==> src/design/kde_pkg.sv <==
// shared types and constants for the keypad debounce encoder
package kde_pkg;

   localparam int unsigned NUM_KEYS  = 7;
   localparam int unsigned POWER_BIT = 7;

   // csr register indexes
   localparam logic [1:0] CSR_KEY_DEBOUNCE   = 2'd0;
   localparam logic [1:0] CSR_POWER_DEBOUNCE = 2'd1;
   localparam logic [1:0] CSR_STARTUP_LOCK   = 2'd2;

   // csr reset values
   localparam logic [7:0]  KEY_DEBOUNCE_RESET   = 8'd4;
   localparam logic [7:0]  POWER_DEBOUNCE_RESET = 8'd50;
   localparam logic [15:0] STARTUP_LOCK_RESET   = 16'd250;

   // key codes
   localparam logic [3:0] KEY_NONE  = 4'd0;
   localparam logic [3:0] KEY_UP    = 4'd1;
   localparam logic [3:0] KEY_ENTER = 4'd2;
   localparam logic [3:0] KEY_DOWN  = 4'd3;
   localparam logic [3:0] KEY_F5    = 4'd5;
   localparam logic [3:0] KEY_LEFT  = 4'd6;
   localparam logic [3:0] KEY_RIGHT = 4'd7;
   localparam logic [3:0] KEY_REC   = 4'd9;

   // pin positions
   localparam int unsigned PIN_LEFT  = 0;
   localparam int unsigned PIN_RIGHT = 1;
   localparam int unsigned PIN_UP    = 2;
   localparam int unsigned PIN_DOWN  = 3;
   localparam int unsigned PIN_ENTER = 4;
   localparam int unsigned PIN_F5    = 5;
   localparam int unsigned PIN_REC   = 6;

   typedef struct packed {
      logic [7:0] pin_levels;
      logic       record_active;
   } req_type;

   typedef struct packed {
      logic [3:0] key_code;
      logic       power_led;
      logic       power_off;
   } rsp_type;

   typedef struct packed {
      logic press;
      logic release_evt;
   } btn_event_type;

   // priority: rec, f5, enter, down, up, right, left
   function automatic logic [3:0] encode_keys(input logic [NUM_KEYS-1:0] press);
      logic [3:0] code;
      code = KEY_NONE;
      if (press[PIN_REC])        code = KEY_REC;
      else if (press[PIN_F5])    code = KEY_F5;
      else if (press[PIN_ENTER]) code = KEY_ENTER;
      else if (press[PIN_DOWN])  code = KEY_DOWN;
      else if (press[PIN_UP])    code = KEY_UP;
      else if (press[PIN_RIGHT]) code = KEY_RIGHT;
      else if (press[PIN_LEFT])  code = KEY_LEFT;
      return code;
   endfunction

endpackage

==> src/design/kde_debounce_cell.sv <==
// counter-based debounce for one button
module kde_debounce_cell
   import kde_pkg::*;
#(
   parameter int unsigned COUNT_WIDTH = 8
) (
   input  logic          clock,
   input  logic          reset,
   input  logic          enable,
   input  logic          sample,
   input  logic [7:0]    threshold,
   output btn_event_type event_out
);

   localparam int unsigned CMP_WIDTH = (COUNT_WIDTH > 8) ? COUNT_WIDTH : 8;
   localparam logic [COUNT_WIDTH-1:0] COUNT_MAX = {COUNT_WIDTH{1'b1}};

   logic                   level_ff, level_in;
   logic [COUNT_WIDTH-1:0] count_ff, count_in;
   logic [COUNT_WIDTH-1:0] count_inc;
   logic                   differ;
   logic                   hit;

   always_comb begin
      differ    = (sample != level_ff);
      count_inc = (count_ff == COUNT_MAX) ? count_ff : count_ff + 1'b1;
      hit       = (CMP_WIDTH'(count_inc) >= CMP_WIDTH'(threshold));
      level_in  = level_ff;
      count_in  = count_ff;
      if (enable) begin
         if (!differ) begin
            count_in = '0;
         end else if (hit) begin
            level_in = sample;
            count_in = '0;
         end else begin
            count_in = count_inc;
         end
      end
      event_out.press       = enable & differ & hit & sample;
      event_out.release_evt = enable & differ & hit & ~sample;
   end

   always_ff @(posedge clock) begin
      if (reset) begin
         level_ff <= 1'b0;
         count_ff <= '0;
      end else begin
         level_ff <= level_in;
         count_ff <= count_in;
      end
   end

endmodule

==> src/design/kde_rsp_queue.sv <==
// two-entry result queue between the datapath and the rsp channel
module kde_rsp_queue
   import kde_pkg::*;
(
   input  logic    clock,
   input  logic    reset,
   input  logic    push,
   input  rsp_type push_data,
   output logic    has_room,
   output logic    rsp_valid,
   input  logic    rsp_ready,
   output rsp_type rsp_data
);

   rsp_type    head_ff, head_in;
   rsp_type    tail_ff, tail_in;
   logic [1:0] fill_ff, fill_in;
   logic       pop;

   assign has_room  = ~fill_ff[1];
   assign rsp_valid = (fill_ff != 2'd0);
   assign rsp_data  = head_ff;
   assign pop       = rsp_valid & rsp_ready;

   always_comb begin
      head_in = head_ff;
      tail_in = tail_ff;
      fill_in = fill_ff;
      if (push && !pop) begin
         if (fill_ff == 2'd0) head_in = push_data;
         else                 tail_in = push_data;
         fill_in = fill_ff + 2'd1;
      end else if (pop && !push) begin
         head_in = tail_ff;
         fill_in = fill_ff - 2'd1;
      end else if (push && pop) begin
         // only possible with one entry held
         head_in = push_data;
      end
   end

   always_ff @(posedge clock) begin
      head_ff <= head_in;
      tail_ff <= tail_in;
      if (reset) begin
         fill_ff <= 2'd0;
      end else begin
         fill_ff <= fill_in;
      end
   end

endmodule

==> src/design/keypad_debounce_encoder.sv <==
// keypad debounce encoder top level
//
// each req beat is one sample tick of eight active-low button pins (left,
// right, up, down, enter, f5, rec, power) plus a recording flag, and yields
// exactly one rsp beat. every button has its own level flop and saturating
// change counter; a sample differing from the stable level counts up, an
// equal one clears the counter, and reaching the threshold flips the level.
// a debounced key press gives a one-beat key code (rec wins, then f5, enter,
// down, up, right, left). the power button has its own threshold, drives the
// led, and its press waits while recording. once the startup tick count
// exceeds the lockout register, a handled power press latches power_off and
// the block halts: later beats return code 0, the held led and power_off.
// one beat per cycle while req_ready is high. until the halt, button state
// updates as a beat is taken; results go to a two-entry queue, so req_ready
// stays high while at most one is unread. the user must write thresholds
// through the csr port only while the block is idle; it is not enforced.
module keypad_debounce_encoder
   import kde_pkg::*;
#(
   parameter int unsigned COUNT_WIDTH = 8
) (
   input  logic        clock,
   input  logic        reset,
   // sample ticks
   input  logic        req_valid,
   output logic        req_ready,
   input  req_type     req_data,
   // results
   output logic        rsp_valid,
   input  logic        rsp_ready,
   output rsp_type     rsp_data,
   // csr write port
   input  logic        csr_wr_en,
   input  logic [1:0]  csr_index,
   input  logic [15:0] csr_wdata
);

   // csr registers
   logic [7:0]  key_thr_ff;
   logic [7:0]  pwr_thr_ff;
   logic [15:0] lockout_ff;

   // block state
   logic        pending_ff, pending_in;
   logic        led_ff, led_in;
   logic [15:0] ticks_ff, ticks_in;
   logic        halted_ff, halted_in;

   logic          take;
   logic          step;
   logic [7:0]    pressed;
   btn_event_type evt [8];
   logic [NUM_KEYS-1:0] key_press;
   logic          pend_after;
   logic          handle;
   logic          turn_off;
   rsp_type       result;

   assign take    = req_valid & req_ready;
   assign step    = take & ~halted_ff;
   assign pressed = ~req_data.pin_levels;

   // seven keys share one threshold
   for (genvar k = 0; k < NUM_KEYS; k++) begin : g_key
      kde_debounce_cell #(
         .COUNT_WIDTH(COUNT_WIDTH)
      ) u_key (
         .clock    (clock),
         .reset    (reset),
         .enable   (step),
         .sample   (pressed[k]),
         .threshold(key_thr_ff),
         .event_out(evt[k])
      );
      assign key_press[k] = evt[k].press;
   end

   kde_debounce_cell #(
      .COUNT_WIDTH(COUNT_WIDTH)
   ) u_power (
      .clock    (clock),
      .reset    (reset),
      .enable   (step),
      .sample   (pressed[POWER_BIT]),
      .threshold(pwr_thr_ff),
      .event_out(evt[POWER_BIT])
   );

   always_comb begin
      // led follows power press and release
      if (evt[POWER_BIT].press)            led_in = 1'b1;
      else if (evt[POWER_BIT].release_evt) led_in = 1'b0;
      else                                 led_in = led_ff;

      // pending press is checked against the tick count before it advances
      pend_after = pending_ff | evt[POWER_BIT].press;
      handle     = pend_after & ~req_data.record_active;
      turn_off   = handle & (ticks_ff > lockout_ff);

      pending_in = pending_ff;
      ticks_in   = ticks_ff;
      halted_in  = halted_ff;
      if (step) begin
         pending_in = handle ? 1'b0 : pend_after;
         halted_in  = turn_off;
         if (!turn_off && ticks_ff != 16'hFFFF) begin
            ticks_in = ticks_ff + 16'd1;
         end
      end

      if (halted_ff) begin
         result.key_code  = KEY_NONE;
         result.power_led = led_ff;
         result.power_off = 1'b1;
      end else if (turn_off) begin
         result.key_code  = KEY_NONE;
         result.power_led = led_in;
         result.power_off = 1'b1;
      end else begin
         result.key_code  = encode_keys(key_press);
         result.power_led = led_in;
         result.power_off = 1'b0;
      end
   end

   always_ff @(posedge clock) begin
      if (reset) begin
         key_thr_ff <= KEY_DEBOUNCE_RESET;
         pwr_thr_ff <= POWER_DEBOUNCE_RESET;
         lockout_ff <= STARTUP_LOCK_RESET;
         pending_ff <= 1'b0;
         led_ff     <= 1'b0;
         ticks_ff   <= 16'd0;
         halted_ff  <= 1'b0;
      end else begin
         if (csr_wr_en) begin
            unique case (csr_index)
               CSR_KEY_DEBOUNCE:   key_thr_ff <= csr_wdata[7:0];
               CSR_POWER_DEBOUNCE: pwr_thr_ff <= csr_wdata[7:0];
               CSR_STARTUP_LOCK:   lockout_ff <= csr_wdata;
               default:            ;
            endcase
         end
         if (step) begin
            led_ff <= led_in;
         end
         pending_ff <= pending_in;
         ticks_ff   <= ticks_in;
         halted_ff  <= halted_in;
      end
   end

   // result queue decouples the rsp side
   kde_rsp_queue u_queue (
      .clock    (clock),
      .reset    (reset),
      .push     (take),
      .push_data(result),
      .has_room (req_ready),
      .rsp_valid(rsp_valid),
      .rsp_ready(rsp_ready),
      .rsp_data (rsp_data)
   );

endmodule
==> config.mk <==
export PLATFORM = sky130hd
export DESIGN_NAME = keypad_debounce_encoder
export DESIGN_NICKNAME = d
export VERILOG_FILES = /design/src/design/kde_pkg.sv /design/src/design/kde_debounce_cell.sv /design/src/design/kde_rsp_queue.sv /design/src/design/keypad_debounce_encoder.sv
export SDC_FILE = /design/constraint.sdc
export NUM_CORES = 1
export LEC_CHECK = 0
export ABC_AREA = 0
export BUFFER_PORTS_ARGS = -buffer_cell sky130_fd_sc_hd__buf_4
export CAP_MARGIN = 20
export CORE_MARGIN = 1
export CORE_UTILIZATION = 40
export CTS_CLUSTER_DIAMETER = 80
export DETAILED_ROUTE_END_ITERATION = 7
export SYNTH_ARGS = -nofsm -noshare
export SYNTH_HDL_FRONTEND = slang
export SYNTH_SLANG_ARGS = --single-unit
==> constraint.sdc <==
create_clock -name clock -period 4.3 [get_ports clock]
set_input_delay 1.075 -clock clock [delete_from_list [all_inputs] [get_ports clock]]
set_output_delay 1.075 -clock clock [all_outputs]
set_load 0.01 [all_outputs]
==> metrics.txt, run 1 <==
clock slew at reported path FFs 0.06 ns; area added between synthesis and finish 14.4%; Vert. Die Dim 147 um; vias in the first global route 6360; largest net degree at the start of global routing 64; number of violations reported at the end of detailed-routing iteration 0 ~390; fraction of registers with async set or reset after synthesis 0%; commonest non-fill, non-tap cell in the layout nor2_1; number of warnings reported in the yosys synthesis log 0; via count 7150; antenna violations before repair 0; outcome complete, no violations; first-pass GRT wire length 32800 um; leftover overflow at the end of global routing 0; worst setup timing slack at the placement stage between 0.4 and 0.5 ns; WP data required 4.61 ns; met1 track demand over resource 28.1%; nets in the synthesized netlist 1116; maximum buffer depth of the clock tree 2; sequential area share after synthesis 34.2%; effective utilization at floorplan roughly two fifths; clock tree skew after final layout ~0.011 ns; average instance area after synthesis 8.42 um2; post-DP HPWL 14100 um; slew at the pin closest to its max-slew limit 0.978 ns; final weighted congestion in routability-driven placement just under 0.8; final sum of negative setup slack 0 ns; critical-path maximum fanout 9; number of library cell types mapped by synthesis 62; fraction of final layout cells with drive strength greater than 1 11.2%; clock latency reported for the late side of the worst-skew pair roughly 0.43 ns; multi-input combinational cell area 5190 um2; final design utilization between 40 and 50%; number of max-slew violations in the final report 0; grt met2 use 27.7%; most frequent cells in the layout nor2_1 (150), dfxtp_1 (125), ha_1 (91); classification of the worst setup path flip-flop to flip-flop; Max Cap Violations 0; busiest layer in global routing met1; width of the die 147 um; worst IR drop on VDD 0.219 mV; worst relative slew slack 34.7%; CP Capture Type flip-flop; Arrival @ worst endpoint 4.14 ns; total iterations of the first detailed-routing run 5; hold violation count in the final report 0; setup slack after layout 0.473 ns; remaining antenna violation count 0; I/O pin total 40; clock buffer count from CTS 17; count of non-filler cells in the finished layout around 1300; drt drc 0; category of the worst setup path launch point flip-flop; gr usage total roughly a fifth; Sequential cell area about 2900 um2; post-synthesis instance total 993; final antenna diode count 0; via density per instance 5.45; placed cells 1281; worst min-delay path category flip-flop to flip-flop; deepest level of the CTS H-tree 4; number of nets in the layout 1153; clock tree from TritonCTS done; filler cell count 2006; Resize count post-CTS 0; power density over cell area about 370 nW/um2; FMAX 261 MHz; number of flops mapped to enable cells by yosys 12; most frequently used flop master after synthesis dfxtp_1; flip-flop and latch count after synthesis between 100 and 150; met3 Usage GRT 3.22%; netlist area before placement around 8400 um2; minimum period implied by the final worst setup slack ~3.8 ns; Num Clock Sinks 137; Finish-stage setup viols 0; placeable core area slightly above 20000 um2; RSZ-0062 raised after global routing no; Hold Buf Count CTS 0; final wirelength 19800 um; number of post-CTS setup repair buffers 0; clock tree root buffer cell clkbuf_16; area of the die between 20000 and 25000 um2; share of the cycle needed by the critical path after routing 89.0%; Std-Cell Rows 52; IO Port Bufs 39; reported leakage power ~4 nW; final routed wire length divided by cell count 15.0 um
[synth_stat cells (all sizes together), types with 10 or more instances]
| cell type | instances | area share (%) |
|---|---|---|
| inv | 49 | 2.2 |
| o21ai | 26 | 1.6 |
| mux2 | 16 | 2.2 |
| nand2b | 10 | 0.75 |
| a21oi | 83 | 5.0 |
| a22oi | 57 | 5.1 |
| nand3 | 32 | 1.9 |
| nand2 | 71 | 3.2 |
| nor2b | 14 | 1.0 |
| nand4 | 28 | 2.1 |
| clkbuf | 30 | 1.3 |
| nor2 | 150 | 6.7 |
| and3 | 18 | 1.4 |
| nor3 | 14 | 0.90 |
| ha | 91 | 14 |
| edfxtp | 12 | 4.3 |
| dfxtp | 125 | 30 |
| xnor2 | 35 | 3.7 |
[critical path, cell delays in order (launching register included)]
cell and delay (ns):
dfxtp_1 0.39, ha_1 0.25, and3_1 0.21, nand3_1 0.25, xnor2_1 0.26, ha_1 0.25, nand2b_1 0.14, a2111o_1 0.41
a21oi_1 0.31, o41ai_2 0.20, a2111oi_4 0.31, buf_4 0.20, and4_1 0.20, mux2_1 0.32
[routing by layer]
layer  wire (um)  share of wire, %
met5           0                 0
met4         285               1.4
met3         638               3.2
met2        8450                43
met1       10400                53
[report_power, final]
part	internal, mW	total [mW]	switching, mW
logic	0.231	0.582	0.351
clock network	0.857	1.50	0.641
registers	1.37	1.42	0.0489
total	2.46	3.50	1.04
[metrics by stage]
| step | cell area [um2] | hold WS (ns) | power, mW |
|---|---|---|---|
| final | 9560 | 0.456 | 3.50 |
| after global routing | 9560 | 0.480 | 3.67 |
| after CTS | 9560 | 0.460 | 3.54 |
| after detailed placement | 8960 | 0.450 | 2.03 |
| after global placement | 8960 | 0.444 | 2.03 |
| after floorplan | 8360 | 0.436 | 1.82 |
[sequential cells by signal, summed over array words and instances (netlist names), 2 cells and up]
| register | count |
|---|---|
| ticks_ff | 16 |
| pwr_thr_ff | 8 |
| u_queue.fill_ff | 2 |
| g_key.u_key.count_ff | 56 |
| u_power.count_ff | 8 |
| g_key.u_key.level_ff | 7 |
| key_thr_ff | 8 |
| u_queue.tail_ff | 6 |
| u_queue.rsp_data | 6 |
| lockout_ff | 16 |
[area by class of cell]
type	count	share of cell area, %
well taps	270	3.53
inverters	50	1.96
multi-input cells	773	54.3
clock buffers	18	4.71
flip-flops and latches	137	29.9
repair buffers	51	4.01
clock inverters	14	1.56
[kinds of logic (layout without fill, tap and decap cells)]
logic type	after synthesis	in the layout	share of synthesized area [%]
AOI/OAI and AO/OA	243	243	19.6
DFF	137	137	34.2
buffers and inverters	83	133	3.74
adders and majority gates	91	91	13.6
muxes	23	23	2.99
xor gates and xnor gates	44	44	4.61
and+or+nand+nor	372	372	21.2
[path summary, 6_finish.rpt]
check                          endpoint  cells after the start                              from  slack [ns]
max reg2reg   ticks_ff[15]$_SDFFE_PP0P_                     13  u_power.count_ff[0]$_SDFFE_PP0P_        0.47
min reg2reg  lockout_ff[8]$_SDFFE_PP0P_                      2        lockout_ff[8]$_SDFFE_PP0P_        0.46
max           ticks_ff[15]$_SDFFE_PP0P_                     13  u_power.count_ff[0]$_SDFFE_PP0P_        0.47
min          lockout_ff[8]$_SDFFE_PP0P_                      2        lockout_ff[8]$_SDFFE_PP0P_        0.46
Power figures use the tool's default switching activity.
==> inputs of run 2 (changes only) <==
--- a/config.mk
+++ b/config.mk
@@ -12,6 +12,7 @@
 export CORE_UTILIZATION = 40
 export CTS_CLUSTER_DIAMETER = 80
 export DETAILED_ROUTE_END_ITERATION = 7
+export MAX_ROUTING_LAYER = met4
 export SYNTH_ARGS = -nofsm -noshare
 export SYNTH_HDL_FRONTEND = slang
 export SYNTH_SLANG_ARGS = --single-unit
==> run 2 against run 1 <==
Maximum frequency shrank 0.31%. Utilization did not move. Global-route usage grew 0.65 points. Hold slack is essentially flat. Die area stayed put. Power barely moved. Non-clock buffer count unchanged. Clock power about the same. Register-to-register slack about the same.
==> metrics.txt, run 2 (synthesis gave the netlist of run 1 again) <==
clock tree skew after final layout 0.0106 ns (-0.000109 ns); fraction of final layout cells with drive strength greater than 1 11.2% (unchanged); Worst Path Buf+Inv 1 (unchanged); first-pass GRT wire length 32900 um (+0.12%); commonest non-fill, non-tap cell in the layout nor2_1; final design utilization 46.9% (unchanged); I/O pin total 40 (unchanged); classification of the worst setup path flip-flop to flip-flop; width of the die 147 um (unchanged); worst min-delay path category flip-flop to flip-flop; clock slew at reported path FFs 0.06 ns (about the same); launch instance of the worst register-to-register path u_power.count_ff[0]$_SDFFE_PP0P_; count of non-filler cells in the finished layout 1313 (unchanged); Resize count post-CTS 0 (unchanged); final weighted congestion in routability-driven placement 0.783 (+1.4%); total iterations of the first detailed-routing run 5 (unchanged); power density over cell area 366 nW/um2 (about the same); final routed wire length divided by cell count 15.0 um (about the same); clock tree from TritonCTS done; maximum buffer depth of the clock tree 2 (unchanged); critical-path maximum fanout 9 (unchanged); most frequent cells in the layout nor2_1 (150), dfxtp_1 (125), ha_1 (91); dominant cell type by count on the critical path ha_1; clock latency reported for the late side of the worst-skew pair 0.43 ns (about the same); leftover overflow at the end of global routing 0 (unchanged); slew at the pin closest to its max-slew limit 0.977 ns (-0.000253 ns); minimum hold slack 0.456 ns (+0.00000100 ns); largest registers in the final layout g_key.u_key.count_ff x56, lockout_ff x16, ticks_ff x16; filler cell count 2006 (unchanged); final wirelength 19700 um (about the same); number of max-slew violations in the final report 0 (unchanged); FMAX 261 MHz (-0.31%); Finish-stage setup viols 0 (unchanged); Hold Buf Count CTS 0 (unchanged); WP data required 4.61 ns (about the same); final sum of negative setup slack 0 ns (unchanged); Crit path max-delay family compound AO/OA/AOI/OAI gates; flip-flop count of the largest register, all copies and words added 56 (unchanged); category of the worst setup path launch point flip-flop; effective utilization at floorplan 41.0% (unchanged); clock buffer count from CTS 17 (unchanged); clock tree root buffer cell clkbuf_16; CP Cell Sequence ha_1 -> and3_1 -> nand3_1 -> xnor2_1 -> ha_1 -> nand2b_1 -> a2111o_1 -> a21oi_1 -> o41ai_2 -> a2111oi_4 -> buf_4 -> and4_1 -> mux2_1; vias in the first global route 6354 (-0.094%); Power Total 3.50 mW (about the same); remaining antenna violation count 0 (unchanged); via density per instance 5.42 (-0.42%); final antenna diode count 0 (unchanged); Arrival @ worst endpoint 4.15 ns (about the same); Vert. Die Dim 147 um (unchanged); gr usage total 19.6% (+0.65 points); placed cells 1281 (unchanged); worst relative slew slack 34.7% (about the same); largest net degree at the start of global routing 64 (unchanged); Register-to-Register Setup Slack 0.46 ns (about the same); RSZ-0062 raised after global routing no; hold worst-path end lockout_ff[8]$_SDFFE_PP0P_; highest-delay cell along the critical path a2111o_1; number of post-CTS setup repair buffers 0 (unchanged); CP Capture Type flip-flop; Hold Crit Start lockout_ff[8]$_SDFFE_PP0P_; outcome complete, no violations; Hold Path Cell Cnt 2 (unchanged); share of the cycle needed by the critical path after routing 89.3% (+0.28 points); antenna violations before repair 0 (unchanged); peak per-stage delay on the critical path 0.41 ns (about the same); Reg-to-Reg End ticks_ff[15]$_SDFFE_PP0P_; Num Clock Sinks 137 (unchanged); reported leakage power 4.01 nW (unchanged); area added between synthesis and finish 14.4% (unchanged); worst IR drop on VDD 0.220 mV (+0.19%); register with the most flip-flops g_key.u_key.count_ff; placeable core area 20400 um2 (unchanged); deepest level of the CTS H-tree 4 (unchanged); number of violations reported at the end of detailed-routing iteration 0 395 (+2.6%); hold violation count in the final report 0 (unchanged); via count 7120 (-0.42%); IO Port Bufs 39 (unchanged); Std-Cell Rows 52 (unchanged); minimum period implied by the final worst setup slack 3.84 ns (+0.0119 ns); area of the die 21500 um2 (unchanged); count of cell instances traversed by the critical path 13 (unchanged); logic depth of the worst register-to-register path 13 (unchanged); post-DP HPWL 14100 um (unchanged); Max Cap Violations 0 (unchanged); drt drc 0 (unchanged); number of nets in the layout 1153 (unchanged)
[run 2: cell counts in the layout (fill, tap and decap cells not counted)]
Identical to the previous run, type by type.
[run 2: worst max-delay path by stage]
stage	end	startpoint
5_1_grt	u_queue.rsp_data[3]$_DFFE_PP_	g_key[1].u_key.count_ff[0]$_SDFFE_PP0P_
6_report	ticks_ff[15]$_SDFFE_PP0P_	u_power.count_ff[0]$_SDFFE_PP0P_
3_3_place_gp	u_queue.rsp_data[3]$_DFFE_PP_	g_key[1].u_key.count_ff[0]$_SDFFE_PP0P_
2_1_floorplan	ticks_ff[15]$_SDFFE_PP0P_	u_power.count_ff[0]$_SDFFE_PP0P_
4_1_cts	ticks_ff[15]$_SDFFE_PP0P_	u_power.count_ff[0]$_SDFFE_PP0P_
3_5_place_dp	ticks_ff[15]$_SDFFE_PP0P_	u_power.count_ff[0]$_SDFFE_PP0P_
[run 2: final cells by class]
| cell class | count | area [um2] | area share (%) |
|---|---|---|---|
| multi-input cells | 773 | 5190 | 54.3 |
| flip-flops and latches | 137 | 2860 | 29.9 |
| clock buffers | 18 | 450 | 4.71 |
| repair buffers | 51 | 383 | 4.01 |
| well taps | 270 | 338 | 3.53 |
| inverters | 50 | 188 | 1.96 |
| clock inverters | 14 | 149 | 1.56 |
[run 2: per-stage QoR]
stage | instance area [um2] | worst slack, ns
floorplan | 8360 | 0.819
global placement | 8960 | 0.515
detailed placement | 8960 | 0.489
CTS | 9560 | 0.478
global route | 9560 | 0.0821
finish | 9560 | 0.462
[run 2: power breakdown]
part / switching [mW] / total (mW) / internal [mW]
logic: 0.351 / 0.582 / 0.231
registers: 0.0490 / 1.42 / 1.37
clock network: 0.641 / 1.50 / 0.857
[run 2: worst register-to-register path: stages (launching register included)]
cell       delay [ns]
dfxtp_1          0.39
ha_1             0.25
and3_1           0.21
nand3_1          0.26
xnor2_1          0.26
ha_1             0.25
nand2b_1         0.14
a2111o_1         0.41
a21oi_1          0.31
o41ai_2          0.20
a2111oi_4        0.31
buf_4            0.20
and4_1           0.21
mux2_1           0.32
[run 2: metal layers]
metal	part of all wire (%)	vias to the layer above	track usage, %
met5	0	-	-
met4	1.3	0	6.15
met3	3.1	21	3.47
met2	43	110	27.7
met1	53	3304	28.1
li1	-	3685	-
==> inputs of run 3 (changes only) <==
--- a/config.mk
+++ b/config.mk
@@ -13,6 +13,7 @@
 export CTS_CLUSTER_DIAMETER = 80
 export DETAILED_ROUTE_END_ITERATION = 7
 export MAX_ROUTING_LAYER = met4
+export SETUP_SLACK_MARGIN = 0.5
 export SYNTH_ARGS = -nofsm -noshare
 export SYNTH_HDL_FRONTEND = slang
 export SYNTH_SLANG_ARGS = --single-unit
==> run 3 against run 2 <==
Hold slack improved by 0.00073 ns. Largest power group unchanged. Global-route usage barely moved. Final area rose by 0.80%. Routed wire length rose by 0.58%. Non-clock buffer count did not move. Sequential share of layout area fell by 0.24 points. Highest routed layer unchanged. Clock power barely moved. Largest cell class unchanged. Clock skew rose by 0.0029 ns.
==> metrics.txt, run 3 (synthesis gave the netlist of run 1 again) <==
gr usage total 19.7% (+0.048 points); area of the die 21500 um2 (unchanged); filler cell count 2001 (-0.25%); highest signal layer in the routed design met4; post-DP HPWL 14100 um (unchanged); Max Cap Violations 0 (unchanged); outcome complete, no violations; met3 wirelength from detailed routing 576 um (-5.4%); most frequent cells in the layout nor2_1 (150), dfxtp_1 (125), ha_1 (90); effective utilization at floorplan 41.0% (unchanged); area added between synthesis and finish 15.3%; Critical Path Start g_key[2].u_key.count_ff[0]$_SDFFE_PP0P_; register with the most flip-flops g_key.u_key.count_ff; Power Total 3.52 mW (+0.53%); portion of total power attributed to the clock network 42.8% (about the same); hold violation count in the final report 0 (unchanged); clock latency reported for the late side of the worst-skew pair 0.44 ns (about the same); slew at the pin closest to its max-slew limit 0.687 ns (-0.291 ns); CP Cell Sequence ha_1 -> and2_0 -> nand3_2 -> xnor2_1 -> ha_1 -> nand2b_1 -> a2111o_1 -> and4_1 -> o21ai_0 -> a21boi_1 -> and3b_1 -> o41ai_1; classification of the worst setup path flip-flop to flip-flop; final weighted congestion in routability-driven placement 0.783 (unchanged); Arrival @ worst endpoint 3.81 ns (-0.34 ns); Num Clock Sinks 137 (unchanged); Finish-stage setup viols 0 (unchanged); number of violations reported at the end of detailed-routing iteration 0 388 (-1.8%); drt drc 0 (unchanged); WP data required 4.52 ns (-0.09 ns); final antenna diode count 0 (unchanged); clock slew at reported path FFs 0.06 ns (about the same); Switching Share 30.0% (+0.22 points); FMAX 279 MHz (+7.0%); I/O pin total 40 (unchanged); vias in the first global route 6379 (+0.39%); Std-Cell Rows 52 (unchanged); share of the cycle needed by the critical path after routing 83.5% (-5.8 points); final wirelength 19900 um (+0.58%); worst min-delay path category flip-flop to flip-flop; portion of total power attributed to combinational logic 16.8% (+0.2 points); number of post-CTS setup repair buffers 0 (unchanged); flip-flop count of the largest register, all copies and words added 56 (unchanged); Int Power 2.46 mW (+0.22%); first-pass GRT wire length 33000 um (+0.30%); clock tree skew after final layout 0.0134 ns (+0.00285 ns); reported leakage power 4.03 nW (+0.46%); fraction of final layout cells with drive strength greater than 1 12.0% (+0.77 points); width of the die 147 um (unchanged); worst relative slew slack 54.1% (+19 points); antenna violations before repair 0 (unchanged); placeable core area 20400 um2 (unchanged); Net Switching 1.05 mW (+1.3%); detailed-routed wire length on met2 8510 um (+0.73%); total iterations of the first detailed-routing run 5 (unchanged); clock tree from TritonCTS done; CP Capture Type flip-flop; minimum period implied by the final worst setup slack 3.59 ns (-0.250 ns); final routed wire length divided by cell count 15.1 um (+0.58%); highest-delay cell along the critical path a2111o_1; Hold Crit Start lockout_ff[9]$_SDFFE_PP0P_; largest net degree at the start of global routing 64 (unchanged); number of nets in the layout 1153 (unchanged); IO Port Bufs 39 (unchanged); number of max-slew violations in the final report 0 (unchanged); clock buffer count from CTS 17 (unchanged); power density over cell area 365 nW/um2 (-0.27%); largest registers in the final layout g_key.u_key.count_ff x56, lockout_ff x16, ticks_ff x16; RSZ-0062 raised after global routing no; launch instance of the worst register-to-register path g_key[2].u_key.count_ff[0]$_SDFFE_PP0P_; final sum of negative setup slack 0 ns (unchanged); final design instance area without fill 9640 um2 (+0.80%); deepest level of the CTS H-tree 4 (unchanged); remaining antenna violation count 0 (unchanged); maximum buffer depth of the clock tree 2 (unchanged); category of the worst setup path launch point flip-flop; clock tree root buffer cell clkbuf_16; via density per instance 5.43 (+0.13%); dominant cell type by count on the critical path ha_1; placed standard-cell area 8960 um2 (unchanged); leftover overflow at the end of global routing 0 (unchanged); critical-path maximum fanout 8 (-1); wire length on met1 10500 um (+0.82%); worst IR drop on VDD 0.219 mV (-0.15%); part of the power in registers 40.4% (-0.2 points); peak per-stage delay on the critical path 0.42 ns (about the same); commonest non-fill, non-tap cell in the layout nor2_1; Vert. Die Dim 147 um (unchanged); via count 7129 (+0.13%)
-- run 3: layout make-up --
type                    count  area (um2)  share of cell area (%)
well taps                 270         338                    3.51
clock inverters            14         149                    1.55
clock buffers              18         450                    4.67
flip-flops and latches    137        2860                    29.7
inverters                  50         188                    1.95
repair buffers             51         383                    3.97
multi-input cells         773        5270                    54.6
-- run 3: path summary, 6_finish.rpt --
| kind | cells after the start | slack (ns) | endpoint |
|---|---|---|---|
| worst min-delay path | 2 | 0.46 | lockout_ff[9]$_SDFFE_PP0P_ |
| worst max-delay path | 12 | 0.71 | u_queue.rsp_data[3]$_DFFE_PP_ |
| worst min register to register | 2 | 0.46 | lockout_ff[9]$_SDFFE_PP0P_ |
| worst max register to register | 12 | 0.71 | u_queue.rsp_data[3]$_DFFE_PP_ |
-- run 3: per-layer routing --
layer / up-vias / track usage (%)
li1: 3693 / -
met1: 3320 / 28.2
met2: 98 / 27.8
met3: 18 / 3.47
met4: 0 / 6.15
met5: - / -
-- run 3: power by group through the flow --
stage / Clock [mW] / Combinational (mW) / Sequential (mW)
after global routing: 1.59 / 0.665 / 1.43
after detailed placement: 0 / 0.583 / 1.45
after global placement: 0 / 0.579 / 1.45
final: 1.51 / 0.593 / 1.42
after CTS: 1.54 / 0.588 / 1.42
after floorplan: 0 / 0.375 / 1.45
-- run 3: timing repair --
item,4_1_cts,5_1_grt
cloned,0,0
endpoints found under the hold margin,0,0
pin swaps,1,0
gates resized for setup,2,13
endpoints found under the setup margin,2,33
hold buffers,0,0
-- run 3: critical path: cells and delay by family (launching register included) --
kind	cells	cell delay, ns
xor+xnor	1	0.18
compound gates	4	1.28
fa+ha+maj	2	0.45
flops	1	0.40
simple gates	5	1.06
-- run 3: stage by stage --
stage | setup WS, ns | utilization, % | instances | hold slack [ns]
final | 0.712 | 47.3 | 1313 | 0.457
after CTS | 0.519 | 47.0 | 1313 | 0.460
after floorplan | 0.819 | - | 993 | 0.436
after detailed placement | 0.489 | 44.0 | 1281 | 0.450
after global placement | 0.515 | 44.0 | 1281 | 0.444
after global routing | 0.502 | 47.3 | 1313 | 0.480
